[config.mk]
export PLATFORM = sky130hd
export DESIGN_NAME = lns_divider
export DESIGN_NICKNAME = d
export VERILOG_FILES = /design/src/hdl/lns_pkg.sv /design/src/hdl/lns_divider.sv
export SDC_FILE = /design/constraint.sdc
export NUM_CORES = 2
export LEC_CHECK = 0
export CAP_MARGIN = 0
export CELL_PAD_IN_SITES_DETAIL_PLACEMENT = 2
export CELL_PAD_IN_SITES_GLOBAL_PLACEMENT = 2
export CORE_ASPECT_RATIO = 0.5
export CORE_MARGIN = 4
export CORE_UTILIZATION = 40
export CTS_BUF_LIST = sky130_fd_sc_hd__clkbuf_8
export CTS_CLUSTER_DIAMETER = 150
export CTS_CLUSTER_SIZE = 20
export DETAILED_ROUTE_END_ITERATION = 12
export DONT_BUFFER_PORTS = 1
export GPL_TIMING_DRIVEN = 1
export PLACE_DENSITY_LB_ADDON = 0.05
export SYNTH_ARGS = -nofsm -noshare
export SYNTH_HDL_FRONTEND = slang
export SYNTH_SLANG_ARGS = --single-unit
[constraint.sdc]
create_clock -name clk -period 6.52 [get_ports clk]
set_input_delay 0.326 -clock clk [delete_from_list [all_inputs] [get_ports clk]]
set_output_delay 0.326 -clock clk [all_outputs]
set_load 0.01 [all_outputs]
[src/hdl/lns_pkg.sv]
`default_nettype none
package lns_pkg;

    // Argument and result formats.
    localparam int X_W      = 32;
    localparam int LOG_W    = 20;
    localparam int FRAC_E   = 30;
    localparam int MAG_W    = 30;
    localparam int SUM_W    = 32;
    localparam int DEN_W    = 32;

    // One in Q15.16.
    localparam logic [X_W-1:0] ONE_Q16 = 32'h0001_0000;

    // Divider: two quotient bits per stage.
    localparam int DIV_Q_BITS = MAG_W;
    localparam int DIV_STEP   = 2;
    localparam int DIV_STAGES = DIV_Q_BITS / DIV_STEP;

    // Reciprocal scale for division of a term by its odd index.
    localparam int RECIP_SHIFT = 31;
    localparam int RECIP_W     = 32;

    localparam logic signed [LOG_W-1:0] LOG_MAX = 20'sh7FFFF;
    localparam logic [LOG_W-1:0] LOG_MIN_MAG    = 20'h80000;

    // Flags that ride along with each word through the pipeline.
    typedef struct packed {
        logic err;
        logic below_one;
    } side_t;

endpackage
`default_nettype wire

[src/hdl/lns_divider.sv]
`default_nettype none
module lns_divider
    import lns_pkg::*;
(
    input  wire logic                  clk,
    input  wire logic                  rst_n,
    input  wire logic                  advance,
    input  wire logic                  in_valid,
    input  wire side_t                 in_side,
    input  wire logic [DEN_W-1:0]      in_rem,
    input  wire logic [DEN_W-1:0]      in_den,
    output logic                       out_valid,
    output side_t                      out_side,
    output logic [DIV_Q_BITS-1:0]      out_quo
);

    // Restoring division; the initial remainder is already below the divisor,
    // so each step shifts in a zero and subtracts where it fits.
    logic                  valid_reg [DIV_STAGES];
    side_t                 side_reg  [DIV_STAGES];
    logic [DEN_W-1:0]      rem_reg   [DIV_STAGES];
    logic [DEN_W-1:0]      den_reg   [DIV_STAGES];
    logic [DIV_Q_BITS-1:0] quo_reg   [DIV_STAGES];

    genvar g;
    generate
        for (g = 0; g < DIV_STAGES; g++) begin : g_stage
            logic                  src_valid;
            side_t                 src_side;
            logic [DEN_W-1:0]      src_rem;
            logic [DEN_W-1:0]      src_den;
            logic [DIV_Q_BITS-1:0] src_quo;
            logic [DEN_W-1:0]      rem_next;
            logic [DIV_Q_BITS-1:0] quo_next;

            if (g == 0) begin : g_first
                assign src_valid = in_valid;
                assign src_side  = in_side;
                assign src_rem   = in_rem;
                assign src_den   = in_den;
                assign src_quo   = '0;
            end else begin : g_rest
                assign src_valid = valid_reg[g-1];
                assign src_side  = side_reg[g-1];
                assign src_rem   = rem_reg[g-1];
                assign src_den   = den_reg[g-1];
                assign src_quo   = quo_reg[g-1];
            end

            always_comb
            begin
                logic [DEN_W:0] t;
                rem_next = src_rem;
                quo_next = src_quo;
                for (int j = 0; j < DIV_STEP; j++)
                begin
                    t = {rem_next, 1'b0};
                    if (t >= {1'b0, src_den})
                    begin
                        t        = t - {1'b0, src_den};
                        quo_next = {quo_next[DIV_Q_BITS-2:0], 1'b1};
                    end
                    else
                    begin
                        quo_next = {quo_next[DIV_Q_BITS-2:0], 1'b0};
                    end
                    rem_next = t[DEN_W-1:0];
                end
            end

            always_ff @(posedge clk or negedge rst_n)
            begin
                if (!rst_n)
                begin
                    valid_reg[g] <= 1'b0;
                end
                else if (advance)
                begin
                    valid_reg[g] <= src_valid;
                end
            end

            always_ff @(posedge clk)
            begin
                if (advance)
                begin
                    side_reg[g] <= src_side;
                    rem_reg[g]  <= rem_next;
                    den_reg[g]  <= src_den;
                    quo_reg[g]  <= quo_next;
                end
            end
        end
    endgenerate

    assign out_valid = valid_reg[DIV_STAGES-1];
    assign out_side  = side_reg[DIV_STAGES-1];
    assign out_quo   = quo_reg[DIV_STAGES-1];

endmodule
`default_nettype wire

==> results.txt <==
Outcome -> finished with violations
Violated checks -> negative setup slack
Ratio of cells with drive above 1 in the final layout -> 25.4%
Setup WS post-layout -> -0.0692 ns
Final core occ -> 49.4%
CP dominant cell by count -> buf_6
DP Cell Count -> 13800
Most numerous cell in the Yosys netlist -> edfxtp_1
Max Root-Sink Buffers -> 3
Post-Syn Nets -> 10400
Req. time, crit path -> 7.14 ns
Share of flip-flops with an asynchronous set or reset -> 1.27%
Critical Path End Type -> flip-flop
Final hold vios -> 0
Yosys cell types -> 104
CTS sink cnt -> 1181
Final setup fails -> 59
Reg clk slew, reported paths -> 0.18 ns
Top post-synthesis cells by area -> edfxtp_1 38%, ha_1 13%, mux2_2 7.2%
Worst Path Max Fanout -> 8
TritonCTS clock tree -> yes
Top_reg_cell synth -> edfxtp_1
Critical path arrival -> 7.21 ns
Largest net degree at the start of global routing -> 270
Synthesized cell area -> 0.0929 sq mm
Post-synthesis register bit count -> 1181
Clock root cell -> clkbuf_8
Final wirelength -> 365 mm
Final HPWL DP -> 281 mm
Global-route usage over all layers -> 28.5%
Slowest CP cell -> edfxtp_1
Io pins -> 103
Number of synthesized flops with an enable pin -> 1166
Clk_lat worst skew -> 0.91 ns
Post-synthesis cell count -> 9327
DR vias -> 80600
Final cycle utilization of the critical path -> 101%
Post-synthesis sequential area ratio -> 38.1%
Finished Layout Cells -> 14100
First-pass GRT wire length -> 536 mm
Top cell type's share of synthesized area -> 37.7%
# rows -> 124
Fin nets -> 12000
Gpl congestion -> 0.882
Peak Freq -> 152 MHz
Starting Density -> 40.4%
Area growth syn-to-layout -> 22.3%
RSZ-0062 raised after global routing -> true
Worst Skew -> 0.0634 ns
Die H -> 349 um
Hold Path Class -> input port to flip-flop
Initial antenna violation count -> 3
Setup TNS -> -1.61 ns
Crit path from -> den_reg[1][34]$_DFFE_PP_
Relative slew slack -> 16.5%
Worst setup SP type -> flip-flop
Critical path type -> flip-flop to flip-flop
Hold path start -> in_rem[11]
PortBufs -> 0
Synth area leader -> edfxtp_1
H-tree Lvls -> 3
Worst-margin pin slew -> 1.25 ns
Syn avg cell area -> 9.96 sq um
Vias in the first global route -> 90900
WL/cell -> 25.9 um
# DRC -> 0
Grt total ovfl -> 0
Maximum Capacitance Violations -> 0
Final ANT Viol Nets -> 0
DR pass1 iterations -> 5
Core Box Area -> 0.230 sq mm
Crit Reg-Reg Startpoint -> den_reg[1][34]$_DFFE_PP_
Starting DRC count in detailed routing -> 3618
Die area -> 0.240 sq mm
CTS buffer count -> 69
Max Slew Vio Count -> 0
Min Tclk post-route -> 6.59 ns
Die X -> 689 um
Commonest cells in the netlist -> 1166 x edfxtp_1, 945 x ha_1, 905 x a21oi_1
DR vias/cell -> 5.71
Worst path max stage delay -> 0.53 ns
Syn. warnings -> 0
==> worst max-delay path: cells and delay by family, from the launching register on <==
family	cells	cell delay, ns
AOI/OAI and AO/OA	14	3.26
buffers and inverters	6	0.93
muxes	2	0.65
DFF	1	0.53
and+or+nand+nor	2	0.52
adders and majority gates	2	0.37
==> metrics by stage <==
step           setup slack (ns)  cell area, sq um  hold slack, ns
6_report                -0.0692            114000          0.0374
4_1_cts                0.000179            111000        0.000934
2_1_floorplan             0.285             92900          0.0304
3_5_place_dp             -0.540            108000          0.0307
5_1_grt                  -0.318            114000         0.00787
3_3_place_gp             -0.183            108000          0.0308
==> final timing paths <==
kind	endpoint	slack [ns]	cells after the start
setup / recovery	rem_reg[1][90]$_DFFE_PP_	-0.07	26
hold / removal	rem_reg[0][13]$_DFFE_PP_	0.04	3
setup reg to reg	rem_reg[1][90]$_DFFE_PP_	-0.07	26
hold reg to reg	quo_reg[0][188]$_DFFE_PP_	0.41	0
max in group asynchronous	out_valid$_DFFE_PN0P_	5.57	2
min in group asynchronous	g_stage[7].src_valid$_DFFE_PN0P_	0.48	2
==> cells in the final DEF, fill, tap and decap left out, drive strengths merged, types with 25 or more instances in the layout <==
cell type,count
mux2,616
xor2,225
and3,64
nor2b,111
o211ai,34
a221oi,26
a21boi,32
clkbuf,79
edfxtp,1166
ha,945
a21o,476
and4,27
a211o,28
or2,42
nand4,141
dlygate4sd3,73
or3,44
nand2,497
inv,731
o21bai,126
o31ai,32
nand3,169
xnor2,558
nor2,645
a31o,25
o21a,114
a31oi,101
o31a,26
o21ai,479
nor3,144
nor4,36
buf,1720
nand2b,123
a211oi,79
a21oi,909
and2,53
==> logic make-up (layout without fill, tap and decap cells) <==
logic type	count (synthesis)	in the layout	synth area share [%]
other	0	7	0
AOI/OAI and AO/OA	2705	2705	18.7
muxes	640	640	7.73
DFF	1181	1181	38.1
and+or+nand+nor	2146	2146	11.1
xor gates and xnor gates	783	783	7.38
adders and majority gates	960	960	13.1
buffers and inverters	912	2611	3.85
==> routing by layer <==
metal | up-vias | GRT usage [%] | share of wire (%)
li1 | 37900 | - | -
met5 | - | 0 | 0
met2 | 1344 | 57.3 | 55
met4 | 0 | 15.4 | 6.5
met1 | 40600 | 28.8 | 37
met3 | 813 | 2.13 | 1.9
==> final cells by class <==
cell class,count,area [sq um]
Fill cell,23900,116000
Multi-Input combinational cell,7234,55800
Sequential cell,1181,35400
Timing Repair Buffer,1802,14700
Tap cell,3087,3860
Inverter,724,2730
Clock buffer,72,991
Clock inverter,13,81.3
Antenna cell,7,17.5
==> what timing repair did <==
| item | CTS | global route |
|---|---|---|
| pin swaps | 49 | 94 |
| buffers inserted | 43 | 98 |
| endpoints found under the hold margin | 194 | 26 |
| setup endpoints to repair | 406 | 421 |
| gates cloned | 8 | 9 |
| gates resized for setup | 129 | 335 |
| hold buffers | 73 | 1 |
Power is left out: the tool's default activity adds up to more than one toggle a clock period on the data nets, which glitch-free logic cannot reach.
