[src/hdl/lns_pkg.sv]
`default_nettype none
package lns_pkg;

    // Argument and result formats.
    localparam int X_W      = 32;
    localparam int LOG_W    = 20;
    localparam int FRAC_E   = 30;
    localparam int MAG_W    = 30;
    localparam int SUM_W    = 32;
    localparam int DEN_W    = 32;

    // One in Q15.16.
    localparam logic [X_W-1:0] ONE_Q16 = 32'h0001_0000;

    // Divider: two quotient bits per stage.
    localparam int DIV_Q_BITS = MAG_W;
    localparam int DIV_STEP   = 2;
    localparam int DIV_STAGES = DIV_Q_BITS / DIV_STEP;

    // Reciprocal scale for division of a term by its odd index.
    localparam int RECIP_SHIFT = 31;
    localparam int RECIP_W     = 32;

    localparam logic signed [LOG_W-1:0] LOG_MAX = 20'sh7FFFF;
    localparam logic [LOG_W-1:0] LOG_MIN_MAG    = 20'h80000;

    // Flags that ride along with each word through the pipeline.
    typedef struct packed {
        logic err;
        logic below_one;
    } side_t;

endpackage
`default_nettype wire

[src/hdl/lns_term.sv]
`default_nettype none
module lns_term
    import lns_pkg::*;
#(
    parameter int ODD_INDEX = 1
)
(
    input  wire logic              clk,
    input  wire logic              rst_n,
    input  wire logic              advance,
    input  wire logic              in_valid,
    input  wire side_t             in_side,
    input  wire logic [MAG_W-1:0]  in_power,
    input  wire logic [MAG_W-1:0]  in_e2,
    input  wire logic [SUM_W-1:0]  in_sum,
    output logic                   out_valid,
    output side_t                  out_side,
    output logic [MAG_W-1:0]       out_power,
    output logic [MAG_W-1:0]       out_e2,
    output logic [SUM_W-1:0]       out_sum
);

    // floor(p * RECIP / 2^31) is the true quotient or one below it.
    localparam logic [RECIP_W-1:0] RECIP = RECIP_W'((64'd1 << RECIP_SHIFT) / ODD_INDEX);
    localparam logic [MAG_W-1:0]   DIVISOR = MAG_W'(ODD_INDEX);

    logic              a_valid_reg;
    side_t             a_side_reg;
    logic [MAG_W-1:0]  a_power_reg;
    logic [MAG_W-1:0]  a_next_power_reg;
    logic [MAG_W-1:0]  a_e2_reg;
    logic [SUM_W-1:0]  a_sum_reg;
    logic [MAG_W-1:0]  a_q0_reg;

    logic [MAG_W+RECIP_W-1:0] recip_prod;
    logic [2*MAG_W-1:0]       power_prod;
    logic [MAG_W-1:0]         q0_by_div;
    logic [MAG_W-1:0]         rem;
    logic [MAG_W-1:0]         quo;

    logic              b_valid_reg;
    side_t             b_side_reg;
    logic [MAG_W-1:0]  b_power_reg;
    logic [MAG_W-1:0]  b_e2_reg;
    logic [SUM_W-1:0]  b_sum_reg;

    assign recip_prod = {{RECIP_W{1'b0}}, in_power} * {{MAG_W{1'b0}}, RECIP};
    assign power_prod = {{MAG_W{1'b0}}, in_power} * {{MAG_W{1'b0}}, in_e2};

    assign q0_by_div = a_q0_reg * DIVISOR;
    assign rem       = a_power_reg - q0_by_div;
    assign quo       = (rem >= DIVISOR) ? a_q0_reg + MAG_W'(1) : a_q0_reg;

    always_ff @(posedge clk or negedge rst_n)
    begin
        if (!rst_n)
        begin
            a_valid_reg <= 1'b0;
            b_valid_reg <= 1'b0;
        end
        else if (advance)
        begin
            a_valid_reg <= in_valid;
            b_valid_reg <= a_valid_reg;
        end
    end

    always_ff @(posedge clk)
    begin
        if (advance)
        begin
            a_side_reg       <= in_side;
            a_power_reg      <= in_power;
            a_next_power_reg <= power_prod[FRAC_E +: MAG_W];
            a_e2_reg         <= in_e2;
            a_sum_reg        <= in_sum;
            a_q0_reg         <= recip_prod[RECIP_SHIFT +: MAG_W];
            b_side_reg       <= a_side_reg;
            b_power_reg      <= a_next_power_reg;
            b_e2_reg         <= a_e2_reg;
            b_sum_reg        <= a_sum_reg + SUM_W'(quo);
        end
    end

    assign out_valid = b_valid_reg;
    assign out_side  = b_side_reg;
    assign out_power = b_power_reg;
    assign out_e2    = b_e2_reg;
    assign out_sum   = b_sum_reg;

endmodule
`default_nettype wire

[config.mk]
export PLATFORM = sky130hd
export DESIGN_NAME = lns_term
export DESIGN_NICKNAME = d
export VERILOG_FILES = /design/src/hdl/lns_pkg.sv /design/src/hdl/lns_term.sv
export SDC_FILE = /design/constraint.sdc
export NUM_CORES = 2
export LEC_CHECK = 0
export BUFFER_PORTS_ARGS = -buffer_cell sky130_fd_sc_hd__buf_2
export CORE_ASPECT_RATIO = 0.6
export CORE_UTILIZATION = 55
export CTS_BUF_LIST = sky130_fd_sc_hd__clkbuf_8 sky130_fd_sc_hd__clkbuf_16
export DETAILED_ROUTE_END_ITERATION = 8
export GPL_ROUTABILITY_DRIVEN = 0
export PLACE_DENSITY = 0.86
export SLEW_MARGIN = 20
export SYNTH_ARGS = -nofsm -noshare
export SYNTH_HDL_FRONTEND = slang
export SYNTH_SLANG_ARGS = --single-unit
[constraint.sdc]
create_clock -name clk -period 2.9 [get_ports clk]
set_clock_uncertainty 0.1 [all_clocks]
set_input_delay 0.29 -clock clk [delete_from_list [all_inputs] [get_ports clk]]
set_output_delay 0.29 -clock clk [all_outputs]
set_load 0.005 [all_outputs]
==> reports/metrics.yaml <==
fin_crit_ns: 7.44
ys.flop_type: "edfxtp_1"
die-area_um2: 68900
fin_crit_sh_pct: 256
critPathCapture: "a_next_power_reg[27]"
slew_headroom_pct: 55.2
ctsHtreeMaxLevel: 1
dpl_worst_slack_ns: -4.90
max-clock-path-buffers: 3
diodes: 0
crit_path_max_incr_delay_ns: 0.80
finalWorstSetupSlack_ns: -4.54
grt_max_degree: 64
crit_cells: 21
routedWlPerCell_um: 25.3
clk_pin_slew_ns: 0.07
tightest_slew_ns: 0.672
rows: 73
synth.avg_cell_area_um2: 10.1
r2r_start: "a_sum_reg[0]"
synthesis.area_um2: 37300
rsz0062_at_grt: "true"
grt_usage_pct: 35.9
top_layer: "met5"
dpl-instance-area_um2: 41900
drtIter0Drc: 4948
areaGrowthSynthToFinish_pct: 21.8
finalSetupTns_ns: -128.08
whs_ns: 0.0204
fmax_ghz: 0.134
antenna_found_initial: 2
dr.pass1.iters: 9
cpLargestDelayFamily: "adder cells"
die_w_um: 338
clockRootBuffer: "clkbuf_16"
cp_common_cell: "fa_1"
setup.worst_path.start: "in_e2[21]"
drc: 142
wl_met2_mm: 52.7
violations: "DRC, setup timing"
pin_count: 193
critPathKind: "in -> reg"
clk_latency_ns: 0.61
synth_cells: 3678
crit_path_start_kind: "primary input"
hp-class: "in -> reg"
finalSetupViolCount: 45
crit_buf_inv: 4
grt_overflow_total: 0
numCtsBuffers: 23
stdcell_area_um2: 45400
status: "finished, violations left"
slew_violations: 0
final_hold_viol_count: 0
nets: 5341
timing.rr.end: "out_sum[30]"
ys_types: 55
grt_pass1_vias: 32200
crit_chain: "buf_4 > buf_6 > buf_6 > nand2_1 > fa_2 > inv_1 > fa_1 > fa_1 > fa_1 > fa_2 > fa_1 > fa_1 > ha_1 > ha_2 > nand4_1 > nand2b_1 > o31a_1 > nand4b_1 > nand3_2 > or3_4 > a221oi_2"
r2r_cells: 13
wl_mm: 129
viasPerCell: 6.02
drive_gt1_share_pct: 22.6
initial_core_util_pct: 56.0
cts_sinks: 220
grt_pass1_wl_mm: 186
wl_met3_mm: 23.5
rrSetupSlack_ns: -0.47
final.fill_count: 4083
max-cap-violations: 0
antenna_left: 0
dp_hpwl_mm: 87.2
worst-endpoint-required_ns: 3.19
ys_seq_area_share_pct: 17.7
synthArstFlopShare_pct: 0.909
core_um2: 66600
syn_nets: 4831
ys_seq_elements: 220
cts_tree: "yes"
die_y_um: 204
synth_edf_count: 218
num_vias: 30700
end_kind: "flip-flop"
cp.arrival_ns: 7.72
io_buffer_count: 192
yosysWarnings: 0
crit_fanout: 15
wl_met1_mm: 42.8
crit_slowest_cell: "fa_2"
[worst min-delay path by stage]
stage | end | startpoint | slack (ns) | cells past startpoint
floorplan | a_valid_reg | rst_n | -0.11 | 0
global placement | out_valid | rst_n | -0.03 | 1
detailed placement | out_valid | rst_n | -0.02 | 1
CTS | a_q0_reg[2] | in_power[2] | 0.009 | 2
global route | a_e2_reg[21] | in_e2[21] | 0.03 | 2
finish | a_q0_reg[2] | in_power[2] | 0.02 | 2
[layout make-up]
| class | count | area, µm² | area share, % |
|---|---|---|---|
| Sequential cell | 220 | 6600 | 14.5 |
| Multi-Input combinational cell | 2442 | 28200 | 62.2 |
| Clock inverter | 17 | 194 | 0.427 |
| Clock buffer | 23 | 576 | 1.27 |
| Inverter | 816 | 3060 | 6.75 |
| Tap cell | 900 | 1130 | 2.48 |
| Timing Repair Buffer | 685 | 5600 | 12.3 |
[layout by cell type, fill, tap and decap left out, types with 22 or more instances in the layout]
| cell | Yosys | final |
|---|---|---|
| buf_6 | 0 | 73 |
| and2_4 | 0 | 42 |
| xnor2_1 | 35 | 25 |
| edfxtp_1 | 218 | 218 |
| a21o_1 | 63 | 62 |
| fa_2 | 0 | 55 |
| inv_1 | 816 | 790 |
| fa_1 | 780 | 725 |
| clkbuf_16 | 0 | 24 |
| and2_1 | 540 | 498 |
| buf_2 | 2 | 150 |
| a21oi_1 | 69 | 46 |
| buf_4 | 0 | 373 |
| inv_2 | 0 | 29 |
| nand2_1 | 398 | 388 |
| nor2_1 | 40 | 32 |
| ha_4 | 0 | 22 |
| dlygate4sd3_1 | 0 | 52 |
| ha_1 | 275 | 250 |
[cell usage after synthesis, types with 13 or more instances]
| cell type | instances | area share, % |
|---|---|---|
| nor3_1 | 13 | 0.17 |
| inv_1 | 816 | 8.2 |
| xor2_1 | 22 | 0.52 |
| nand4_1 | 18 | 0.30 |
| clkbuf_1 | 197 | 2.0 |
| a21oi_1 | 69 | 0.93 |
| a31oi_1 | 13 | 0.22 |
| nand3_1 | 21 | 0.28 |
| ha_1 | 275 | 9.2 |
| o21ai_0 | 34 | 0.46 |
| xnor2_1 | 35 | 0.82 |
| and2_1 | 540 | 9.1 |
| a21o_1 | 63 | 1.3 |
| nor2_1 | 40 | 0.40 |
| edfxtp_1 | 218 | 18 |
| nor2b_1 | 13 | 0.22 |
| nand2_1 | 398 | 4.0 |
| fa_1 | 780 | 42 |
[timing repair]
action                                  in CTS  in global routing
hold buffers                                50                  2
pin swaps                                  153                100
buffers inserted                            54                 27
endpoints found under the hold margin       50                  2
cloned                                       3                  1
endpoints found under the setup margin      45                 47
resized for setup                          279                128
[worst reg2reg max path: stages, from the launching register on]
cell and delay, ns:
edfxtp_1 0.40, ha_2 0.22, inv_2 0.07, fa_2 0.24, nor2b_4 0.05, o21ai_2 0.17
a21boi_2 0.11, o2111ai_2 0.28, a31oi_4 0.20, nor2b_4 0.19, o31a_1 0.34, o41ai_4 0.38
o21ai_1 0.15, xor2_1 0.18
[cell families after synthesis]
| group | synth area share (%) |
|---|---|
| XOR/XNOR | 1.34 |
| flip-flops | 17.7 |
| adder cells (fa/ha/maj) | 51.1 |
| multiplexers | 0.0604 |
| buffers and inverters | 10.2 |
| AND/OR/NAND/NOR | 15.1 |
| AO/OA/AOI/OAI | 4.44 |
[routing by layer]
layer	vias up	GRT usage (%)
met1	14600	47.2
met2	3168	52.4
met3	928	15.1
met4	10	14.4
met5	-	0
li1	12000	-
[through the flow]
step,utilization [%],std cells
finish,68.2,5103
global route,68.2,5103
CTS,67.1,5080
detailed placement,62.9,4938
global placement,62.9,4938
floorplan,-,3678
Power is not shown: default switching activity piles up to over one toggle a cycle in this logic, so the estimate is an artifact.
